$ cat src/sv/ftma_pkg.sv
package ftma_pkg;

    // Field widths fixed by the interface.
    localparam int STAMP_W = 32;
    localparam int CFG_W   = 7;

    // Defaults for the top-level parameters.
    localparam int MAX_WINDOW_DEF    = 64;
    localparam int FRACTION_BITS_DEF = 8;

    typedef enum logic [1:0] {
        ST_IDLE,
        ST_UPDATE,
        ST_DIV,
        ST_DONE
    } ftma_state_t;

endpackage

$ cat src/sv/ftma_ram.sv
module ftma_ram #(
    parameter int WIDTH = 32,
    parameter int DEPTH = 64,
    parameter int AW    = (DEPTH > 1) ? $clog2(DEPTH) : 1
) (
    input  logic             clk,
    input  logic             we,
    input  logic [AW-1:0]    waddr,
    input  logic [WIDTH-1:0] wdata,
    input  logic [AW-1:0]    raddr,
    output logic [WIDTH-1:0] rdata
);

    logic [WIDTH-1:0] mem_reg [DEPTH];
    logic [WIDTH-1:0] rdata_reg;

    always_ff @(posedge clk)
    begin
        if (we)
        begin
            mem_reg[waddr] <= wdata;
        end
        rdata_reg <= mem_reg[raddr];
    end

    assign rdata = rdata_reg;

endmodule

$ cat src/sv/ftma_serial_div.sv
module ftma_serial_div #(
    parameter int DVD_W = 46,
    parameter int DVS_W = 7
) (
    input  logic             clk,
    input  logic             rst_n,
    input  logic             start,
    input  logic [DVD_W-1:0] dividend,
    input  logic [DVS_W-1:0] divisor,
    output logic             done,
    output logic [DVD_W-1:0] quotient
);

    // Restoring division: the dividend shifts out of the top of dq_reg one
    // bit per cycle while quotient bits shift in at the bottom.
    localparam int CNT_W = $clog2(DVD_W + 1);

    logic [DVD_W-1:0] dq_reg,  dq_next;
    logic [DVS_W-1:0] rem_reg, rem_next;
    logic [DVS_W-1:0] dvs_reg;
    logic [CNT_W-1:0] cnt_reg, cnt_next;
    logic             busy_reg, busy_next;
    logic             done_reg, done_next;
    logic [DVS_W:0]   trial;
    logic [DVS_W:0]   diff;
    logic             ge;

    always_comb
    begin
        trial     = {rem_reg, dq_reg[DVD_W-1]};
        ge        = (trial >= {1'b0, dvs_reg});
        diff      = trial - {1'b0, dvs_reg};
        dq_next   = dq_reg;
        rem_next  = rem_reg;
        cnt_next  = cnt_reg;
        busy_next = busy_reg;
        done_next = 1'b0;
        if (start)
        begin
            dq_next   = dividend;
            rem_next  = '0;
            cnt_next  = CNT_W'(DVD_W);
            busy_next = 1'b1;
        end
        else if (busy_reg)
        begin
            dq_next  = {dq_reg[DVD_W-2:0], ge};
            rem_next = ge ? diff[DVS_W-1:0] : trial[DVS_W-1:0];
            cnt_next = cnt_reg - 1'b1;
            if (cnt_reg == CNT_W'(1))
            begin
                busy_next = 1'b0;
                done_next = 1'b1;
            end
        end
    end

    always_ff @(posedge clk or negedge rst_n)
    begin
        if (!rst_n)
        begin
            cnt_reg  <= '0;
            busy_reg <= 1'b0;
            done_reg <= 1'b0;
        end
        else
        begin
            cnt_reg  <= cnt_next;
            busy_reg <= busy_next;
            done_reg <= done_next;
        end
    end

    always_ff @(posedge clk)
    begin
        dq_reg  <= dq_next;
        rem_reg <= rem_next;
        if (start)
        begin
            dvs_reg <= divisor;
        end
    end

    assign done     = done_reg;
    assign quotient = dq_reg;

endmodule

$ cat src/sv/frame_time_moving_average_unit.sv
// Frame time moving average.
// Each transfer on the input channel (in_valid, in_stall, time_stamp) carries
// a free-running tick count. The block takes the wrapped difference from the
// previous stamp as the frame duration and returns, for every input
// transfer, one output transfer (out_valid, out_stall) carrying that
// duration and the mean of the last window_len durations with FRACTION_BITS
// fraction bits. Until the window has filled, the mean covers every sample.
// Writing window_len (window_len_we high for one cycle) restarts the warm-up.
// An item passes from its input transfer through the update state and the
// bit-serial divider to the output register. The block takes no new item
// before the last result has been loaded, because the input is only released
// in the cycle after the result has been loaded. The divider produces one
// quotient bit per cycle over the DIV_W-bit scaled sum.
// After reset the window length is 1, the previous stamp and the running sum
// are zero, and the duration ring is empty. When the receiver stalls, the
// result waits in the output register; the next input item is still taken
// and worked on, and its result waits until the register has been emptied.
module frame_time_moving_average_unit
    import ftma_pkg::*;
#(
    parameter int MAX_WINDOW    = MAX_WINDOW_DEF,
    parameter int FRACTION_BITS = FRACTION_BITS_DEF,
    parameter int AVG_W         = STAMP_W + FRACTION_BITS
) (
    input  logic               clk,
    input  logic               rst_n,
    input  logic               window_len_we,
    input  logic [CFG_W-1:0]   window_len,
    input  logic               in_valid,
    output logic               in_stall,
    input  logic [STAMP_W-1:0] time_stamp,
    output logic               out_valid,
    input  logic               out_stall,
    output logic [AVG_W-1:0]   avg_frame_ticks,
    output logic [STAMP_W-1:0] last_frame_ticks
);

    // Width of the sample count and of the effective window (holds MAX_WINDOW).
    localparam int CNT_W = $clog2(MAX_WINDOW + 1);
    // Width of a ring index.
    localparam int PTR_W = (MAX_WINDOW > 1) ? $clog2(MAX_WINDOW) : 1;
    // The running sum holds up to MAX_WINDOW full-range durations.
    localparam int SUM_W = STAMP_W + $clog2(MAX_WINDOW);
    // The scaled sum that the divider works through.
    localparam int DIV_W = SUM_W + FRACTION_BITS;
    localparam int CMP_W = (CFG_W > CNT_W) ? CFG_W : CNT_W;

    ftma_state_t        state_reg, state_next;
    logic [STAMP_W-1:0] prev_reg;
    logic [STAMP_W-1:0] dur_reg;
    logic [PTR_W-1:0]   slot_reg;
    logic               warm_reg;
    logic [CNT_W-1:0]   win_reg;
    logic [CNT_W-1:0]   count_reg, count_next;
    logic [PTR_W-1:0]   ptr_reg, ptr_next;
    logic [SUM_W-1:0]   sum_reg, sum_next;
    logic               out_valid_reg, out_valid_next;
    logic [AVG_W-1:0]   avg_reg;
    logic [STAMP_W-1:0] last_reg;

    logic               accept;
    logic [PTR_W-1:0]   slot;
    logic [CNT_W-1:0]   win_eff;
    logic [CNT_W-1:0]   next_index;
    logic               ram_we;
    logic [STAMP_W-1:0] ram_rdata;
    logic               div_start;
    logic               div_done;
    logic [DIV_W-1:0]   div_quot;
    logic               load_out;

    // A window length of zero counts as one; anything above the ring depth
    // saturates at the ring depth.
    always_comb
    begin
        if (window_len == '0)
        begin
            win_eff = CNT_W'(1);
        end
        else if (CMP_W'(window_len) > CMP_W'(MAX_WINDOW))
        begin
            win_eff = CNT_W'(MAX_WINDOW);
        end
        else
        begin
            win_eff = CNT_W'(CMP_W'(window_len));
        end
    end

    assign accept = in_valid && !in_stall;

    // The pointer may sit beyond a window that has since shrunk, in which
    // case the slot wraps to the start of the ring.
    assign slot = (CNT_W'(ptr_reg) >= win_reg) ? '0 : ptr_reg;

    // The ring is read at the slot when the item is taken, so the entry that
    // leaves the window is ready in the following update cycle.
    ftma_ram #(
        .WIDTH (STAMP_W),
        .DEPTH (MAX_WINDOW),
        .AW    (PTR_W)
    ) u_ring (
        .clk   (clk),
        .we    (ram_we),
        .waddr (slot_reg),
        .wdata (dur_reg),
        .raddr (slot),
        .rdata (ram_rdata)
    );

    assign next_index = CNT_W'(slot_reg) + CNT_W'(1);

    // Control sequence: the update state, then the divider runs, then the
    // result is moved to the output register once that register is free.
    always_comb
    begin
        state_next     = state_reg;
        in_stall       = (state_reg != ST_IDLE);
        ram_we         = 1'b0;
        div_start      = 1'b0;
        load_out       = 1'b0;
        count_next     = count_reg;
        ptr_next       = ptr_reg;
        sum_next       = sum_reg;
        out_valid_next = out_valid_reg && out_stall;
        unique case (state_reg)
            ST_IDLE:
            begin
                if (accept)
                begin
                    state_next = ST_UPDATE;
                end
            end
            ST_UPDATE:
            begin
                ram_we    = 1'b1;
                div_start = 1'b1;
                if (warm_reg)
                begin
                    sum_next   = sum_reg + SUM_W'(dur_reg);
                    count_next = count_reg + CNT_W'(1);
                end
                else
                begin
                    sum_next = sum_reg - SUM_W'(ram_rdata) + SUM_W'(dur_reg);
                end
                ptr_next   = (next_index >= win_reg) ? '0 : PTR_W'(next_index);
                state_next = ST_DIV;
            end
            ST_DIV:
            begin
                if (div_done)
                begin
                    state_next = ST_DONE;
                end
            end
            ST_DONE:
            begin
                if (!out_valid_reg || !out_stall)
                begin
                    load_out       = 1'b1;
                    out_valid_next = 1'b1;
                    state_next     = ST_IDLE;
                end
            end
            default:
            begin
                state_next = ST_IDLE;
            end
        endcase
        // A configuration write restarts the warm-up.
        if (window_len_we)
        begin
            count_next = '0;
            ptr_next   = '0;
            sum_next   = '0;
        end
    end

    ftma_serial_div #(
        .DVD_W (DIV_W),
        .DVS_W (CNT_W)
    ) u_div (
        .clk      (clk),
        .rst_n    (rst_n),
        .start    (div_start),
        .dividend (DIV_W'(sum_next) << FRACTION_BITS),
        .divisor  (count_next),
        .done     (div_done),
        .quotient (div_quot)
    );

    always_ff @(posedge clk or negedge rst_n)
    begin
        if (!rst_n)
        begin
            state_reg     <= ST_IDLE;
            prev_reg      <= '0;
            win_reg       <= CNT_W'(1);
            count_reg     <= '0;
            ptr_reg       <= '0;
            sum_reg       <= '0;
            out_valid_reg <= 1'b0;
        end
        else
        begin
            state_reg     <= state_next;
            count_reg     <= count_next;
            ptr_reg       <= ptr_next;
            sum_reg       <= sum_next;
            out_valid_reg <= out_valid_next;
            if (accept)
            begin
                prev_reg <= time_stamp;
            end
            if (window_len_we)
            begin
                win_reg <= win_eff;
            end
        end
    end

    // Per-item payload registers.
    always_ff @(posedge clk)
    begin
        if (accept)
        begin
            dur_reg  <= time_stamp - prev_reg;
            slot_reg <= slot;
            warm_reg <= (count_reg < win_reg);
        end
        if (load_out)
        begin
            avg_reg  <= div_quot[AVG_W-1:0];
            last_reg <= dur_reg;
        end
    end

    assign out_valid        = out_valid_reg;
    assign avg_frame_ticks  = avg_reg;
    assign last_frame_ticks = last_reg;

endmodule
$ cat config.mk
export PLATFORM = sky130hd
export DESIGN_NAME = frame_time_moving_average_unit
export DESIGN_NICKNAME = d
export VERILOG_FILES = /design/src/sv/ftma_pkg.sv /design/src/sv/ftma_ram.sv /design/src/sv/ftma_serial_div.sv /design/src/sv/frame_time_moving_average_unit.sv
export SDC_FILE = /design/constraint.sdc
export NUM_CORES = 2
export LEC_CHECK = 0
export BUFFER_PORTS_ARGS = -buffer_cell sky130_fd_sc_hd__buf_2
export CORE_ASPECT_RATIO = 0.75
export CORE_MARGIN = 2
export CORE_UTILIZATION = 45
export DETAILED_ROUTE_END_ITERATION = 16
export GPL_ROUTABILITY_DRIVEN = 0
export PLACE_DENSITY = 0.62
export SLEW_MARGIN = 0
export SYNTH_ARGS = -nofsm -noshare
export SYNTH_HDL_FRONTEND = slang
export SYNTH_SLANG_ARGS = --single-unit
$ cat constraint.sdc
create_clock -name clk -period 8 [get_ports clk]
set_clock_uncertainty 0.15 [all_clocks]
set_input_delay 0.4 -clock clk [delete_from_list [all_inputs] [get_ports clk]]
set_output_delay 0.4 -clock clk [all_outputs]
set_load 0.03 [all_outputs]
==> impl_metrics.xml <==
<?xml version="1.0" encoding="UTF-8"?>
<metrics>
  <group name="drt">
    <metric name="drt-initial-drc-count" unit="">11510</metric>
    <metric name="post_drt_via_cell_ratio" unit="">6.443</metric>
    <metric name="number_of_nets_still_failing_antenna_checks_after_routing" unit="">0</metric>
    <metric name="remaining_drc_errors" unit="">0</metric>
    <metric name="drt-met1-wl" unit="mm">131.4</metric>
    <metric name="met3_wirelength" unit="mm">51.55</metric>
    <metric name="routed-wl-met2" unit="mm">133.7</metric>
    <metric name="route.final.wire_length" unit="mm">328.8</metric>
    <metric name="vias" unit="">64370</metric>
    <metric name="dr.pass1.iters" unit="">9</metric>
    <metric name="wl_per_cell" unit="µm">32.91</metric>
    <metric name="route.top_layer_used" unit="">met5</metric>
  </group>
  <group name="floorplan">
    <metric name="die_width" unit="µm">542.4</metric>
    <metric name="floorplan.die_area" unit="mm²">0.2212</metric>
    <metric name="die-height" unit="µm">407.8</metric>
    <metric name="area_of_the_placeable_core" unit="mm²">0.2165</metric>
    <metric name="start_util" unit="%">45.20</metric>
    <metric name="placement_rows" unit="">148</metric>
    <metric name="design.portCount" unit="">118</metric>
  </group>
  <group name="power">
    <metric name="p_total" unit="mW">40.94</metric>
    <metric name="irDropWorstVdd" unit="µV">391.1</metric>
    <metric name="cellLeakagePower" unit="nW">36.88</metric>
    <metric name="pwr_density_cell" unit="mW/mm²">371.3</metric>
  </group>
  <group name="clock_tree">
    <metric name="clock_sink_count" unit="">2352</metric>
    <metric name="tritoncts" unit="">yes</metric>
    <metric name="cts_resized" unit="">0</metric>
    <metric name="clock_path_buffers" unit="">4</metric>
    <metric name="clk_transition_reported_paths" unit="ns">0.07</metric>
    <metric name="post_cts_buffers" unit="">0</metric>
    <metric name="clkLatencyLatePin" unit="ns">0.89</metric>
    <metric name="clock_tree.root_cell" unit="">sky130_fd_sc_hd__clkbuf_16</metric>
    <metric name="postCtsHoldBufs" unit="">61</metric>
    <metric name="htree_num_levels" unit="">4</metric>
    <metric name="cts-buffers-inserted" unit="">218</metric>
  </group>
  <group name="synthesis">
    <metric name="avgSynthCellArea" unit="µm²">14.45</metric>
    <metric name="ys_warn_count" unit="">0</metric>
    <metric name="synth_top_flop_cell" unit="">sky130_fd_sc_hd__edfxtp_1</metric>
    <metric name="synth-seq-cells" unit="">2352</metric>
    <metric name="synthesis.nets" unit="">6992</metric>
    <metric name="synth.lib_cells_used.distinct" unit="">91</metric>
    <metric name="synth.top_cells.by_area" unit="">sky130_fd_sc_hd__edfxtp_1 (68%), sky130_fd_sc_hd__mux2i_1 (3.5%), sky130_fd_sc_hd__dfrtp_1 (2.6%)</metric>
    <metric name="post-synth-top-area-fraction" unit="%">67.64</metric>
    <metric name="netlist_instances" unit="">6773</metric>
    <metric name="synth_async_sr_flop_share" unit="%">4.294</metric>
    <metric name="synth_seq_area_share" unit="%">71.19</metric>
    <metric name="synth-edff-count" unit="">2204</metric>
    <metric name="syn-cell-area" unit="mm²">0.09784</metric>
    <metric name="post-synth-top-area-cell" unit="">sky130_fd_sc_hd__edfxtp_1</metric>
  </group>
  <group name="layout">
    <metric name="area_growth_syn_to_layout" unit="%">12.71</metric>
    <metric name="stdcell_area" unit="mm²">0.1103</metric>
    <metric name="fin_nets" unit="">7180</metric>
    <metric name="finalCoreUtilization" unit="%">50.94</metric>
    <metric name="largest_reg_flops" unit="">2048</metric>
    <metric name="final-instance-count-excl-fill" unit="">9990</metric>
    <metric name="final_layout_size_suffix_gt1_share" unit="%">12.21</metric>
  </group>
  <group name="worst_setup_path">
    <metric name="end_kind" unit="">flip-flop</metric>
    <metric name="path_class" unit="">reg2reg</metric>
    <metric name="worst-endpoint-required" unit="ns">8.66</metric>
    <metric name="crit_fanout" unit="">51</metric>
    <metric name="r2r.worst_path.cells" unit="">13</metric>
    <metric name="startpoint_type" unit="">flip-flop</metric>
    <metric name="cp.arrival" unit="ns">6.87</metric>
    <metric name="setup.reg_to_reg.worst_slack" unit="ns">1.79</metric>
  </group>
  <group name="sta">
    <metric name="timing.setup.tns" unit="ns">0</metric>
    <metric name="achievable-frequency" unit="GHz">0.1609</metric>
    <metric name="final_max_slew_viol_count" unit="">25</metric>
    <metric name="max_slew_margin" unit="%">-0.6926</metric>
    <metric name="finalSetupViolations" unit="">0</metric>
    <metric name="timing.final.crit_period" unit="ns">6.215</metric>
    <metric name="worst-slew-pin-transition" unit="ns">1.507</metric>
    <metric name="final_hold_viol_count" unit="">0</metric>
    <metric name="unrepaired_setup_endpoints_after_global_routing" unit="">no</metric>
    <metric name="layout_worst_path_cycle_share" unit="%">77.68</metric>
  </group>
  <group name="global_route">
    <metric name="grt_usage" unit="%">29.09</metric>
    <metric name="number_of_global_route_vias_before_repair" unit="">60150</metric>
    <metric name="grt_antenna_before_repair" unit="">22</metric>
    <metric name="globalRouteOverflowTotal" unit="">0</metric>
    <metric name="grt_pass1_wl" unit="mm">458.7</metric>
    <metric name="grt_max_degree" unit="">110</metric>
  </group>
  <group name="placed_design">
    <metric name="placement.io_buffers" unit="">117</metric>
    <metric name="placedInstanceArea" unit="mm²">0.1028</metric>
    <metric name="numPlacedInstances" unit="">9528</metric>
    <metric name="detailedPlacementHpwl" unit="mm">190.9</metric>
  </group>
  <group name="hold_path">
    <metric name="hold_path.class" unit="">in2reg</metric>
    <metric name="worst_hold_path.num_cells" unit="">4</metric>
  </group>
  <group name="outcome">
    <metric name="status" unit="">complete, but fails checks</metric>
    <metric name="violations" unit="">max-capacitance violations, max-slew violations</metric>
  </group>
  <group name="run">
    <metric name="drv_cap" unit="">2</metric>
  </group>
</metrics>
logic make-up (layout without fill, tap and decap cells):
| group | Yosys count | after routing | share of synthesized area, % |
|---|---|---|---|
| DFF | 2352 | 2352 | 71.19 |
| xor gates and xnor gates | 106 | 106 | 0.9489 |
| other | 0 | 5 | 0 |
| buffers and inverters | 669 | 1031 | 2.638 |
| muxes | 462 | 462 | 5.129 |
| AOI/OAI and AO/OA | 1677 | 1677 | 11.56 |
| adders and majority gates | 175 | 175 | 2.506 |
| and+or+nand+nor | 1332 | 1332 | 6.024 |
placed cells by master, fill, tap and decap left out, drive strengths merged, types with 20 or more instances in the layout:
cell type	n
a211oi	126
a21o	87
a21oi	403
a311oi	45
a31oi	72
a32oi	20
buf	339
clkbuf	289
clkinv	83
dfrtp	100
dfxtp	47
dlygate4sd3	60
edfxtp	2204
fa	35
ha	140
inv	238
mux2	95
mux2i	345
mux4	22
nand2	470
nand2b	34
nand3	187
nand4	25
nor2	417
nor2b	91
nor3	40
o2111ai	26
o211ai	39
o21ai	266
o221ai	246
o22ai	165
o311ai	25
xnor2	65
xor2	41
worst max-delay path: stages, from the launching register on:
cell and delay [ns]:
sky130_fd_sc_hd__dfrtp_4 0.96, sky130_fd_sc_hd__inv_6 0.39, sky130_fd_sc_hd__ha_1 0.40, sky130_fd_sc_hd__nand2b_1 0.15
sky130_fd_sc_hd__a21o_1 0.19, sky130_fd_sc_hd__a21o_1 0.23, sky130_fd_sc_hd__a21oi_4 0.37, sky130_fd_sc_hd__nand2_1 0.98
sky130_fd_sc_hd__inv_1 0.68, sky130_fd_sc_hd__buf_4 0.47, sky130_fd_sc_hd__nand2_1 0.23, sky130_fd_sc_hd__a31oi_1 0.38
sky130_fd_sc_hd__a22oi_1 0.32, sky130_fd_sc_hd__o211ai_1 0.17
final timing paths:
check	startpoint	to
max	ptr_reg[0]	u_ring.rdata[8]
min in group asynchronous	rst_n	sum_reg[34]
min reg2reg	u_div.quotient[36]	avg_frame_ticks[36]
min	time_stamp[22]	prev_reg[22]
max reg2reg	ptr_reg[0]	u_ring.rdata[8]
max in group asynchronous	rst_n	prev_reg[15]
synthesized netlist by cell type (40+ instances only):
library cell and count:
sky130_fd_sc_hd__nor2b_1 91, sky130_fd_sc_hd__a311oi_1 45, sky130_fd_sc_hd__a21oi_1 402, sky130_fd_sc_hd__ha_1 140, sky130_fd_sc_hd__xnor2_1 65, sky130_fd_sc_hd__nand3_1 187
sky130_fd_sc_hd__o21ai_0 257, sky130_fd_sc_hd__clkbuf_1 279, sky130_fd_sc_hd__mux2_2 95, sky130_fd_sc_hd__buf_2 52, sky130_fd_sc_hd__nor3_1 40, sky130_fd_sc_hd__o22ai_1 165
sky130_fd_sc_hd__mux2i_1 345, sky130_fd_sc_hd__nand2_1 468, sky130_fd_sc_hd__xor2_1 41, sky130_fd_sc_hd__dfrtp_1 100, sky130_fd_sc_hd__inv_1 235, sky130_fd_sc_hd__buf_1 98
sky130_fd_sc_hd__a211oi_1 126, sky130_fd_sc_hd__nor2_1 417, sky130_fd_sc_hd__dfxtp_1 47, sky130_fd_sc_hd__o221ai_1 246, sky130_fd_sc_hd__a31oi_1 72, sky130_fd_sc_hd__a21o_1 87
sky130_fd_sc_hd__edfxtp_1 2204
stage by stage:
stage / hold slack (ns) / setup WS (ns)
after floorplan: -0.04559 / 1.437
final: 0.1418 / 1.785
after detailed placement: 0.2877 / 2.031
after global placement: 0.2862 / 1.994
after CTS: 0.1059 / 1.959
after global routing: 0.1590 / 1.535
layout make-up:
class / instances / area, µm²
diodes: 5 / 12.51
fillers: 17730 / 106200
repair buffers: 399 / 3059
well taps: 2850 / 3566
clock buffers: 289 / 5937
clock inverters: 105 / 902.1
multi-input cells: 3752 / 26230
inverters: 238 / 907.1
flip-flops and latches: 2352 / 69670
power breakdown:
group / switching [mW] / internal (mW)
Clock: 4.61 / 5.68
Combinational: 10.4 / 4.17
Sequential: 0.736 / 15.4
metal layers:
| metal | global-route usage [%] | up-vias |
|---|---|---|
| met4 | 9.480 | 14 |
| li1 | - | 26650 |
| met5 | 0 | - |
| met3 | 10.66 | 644 |
| met2 | 39.91 | 4603 |
| met1 | 42.55 | 32460 |
No activity file was read; power rests on OpenSTA's default activity.
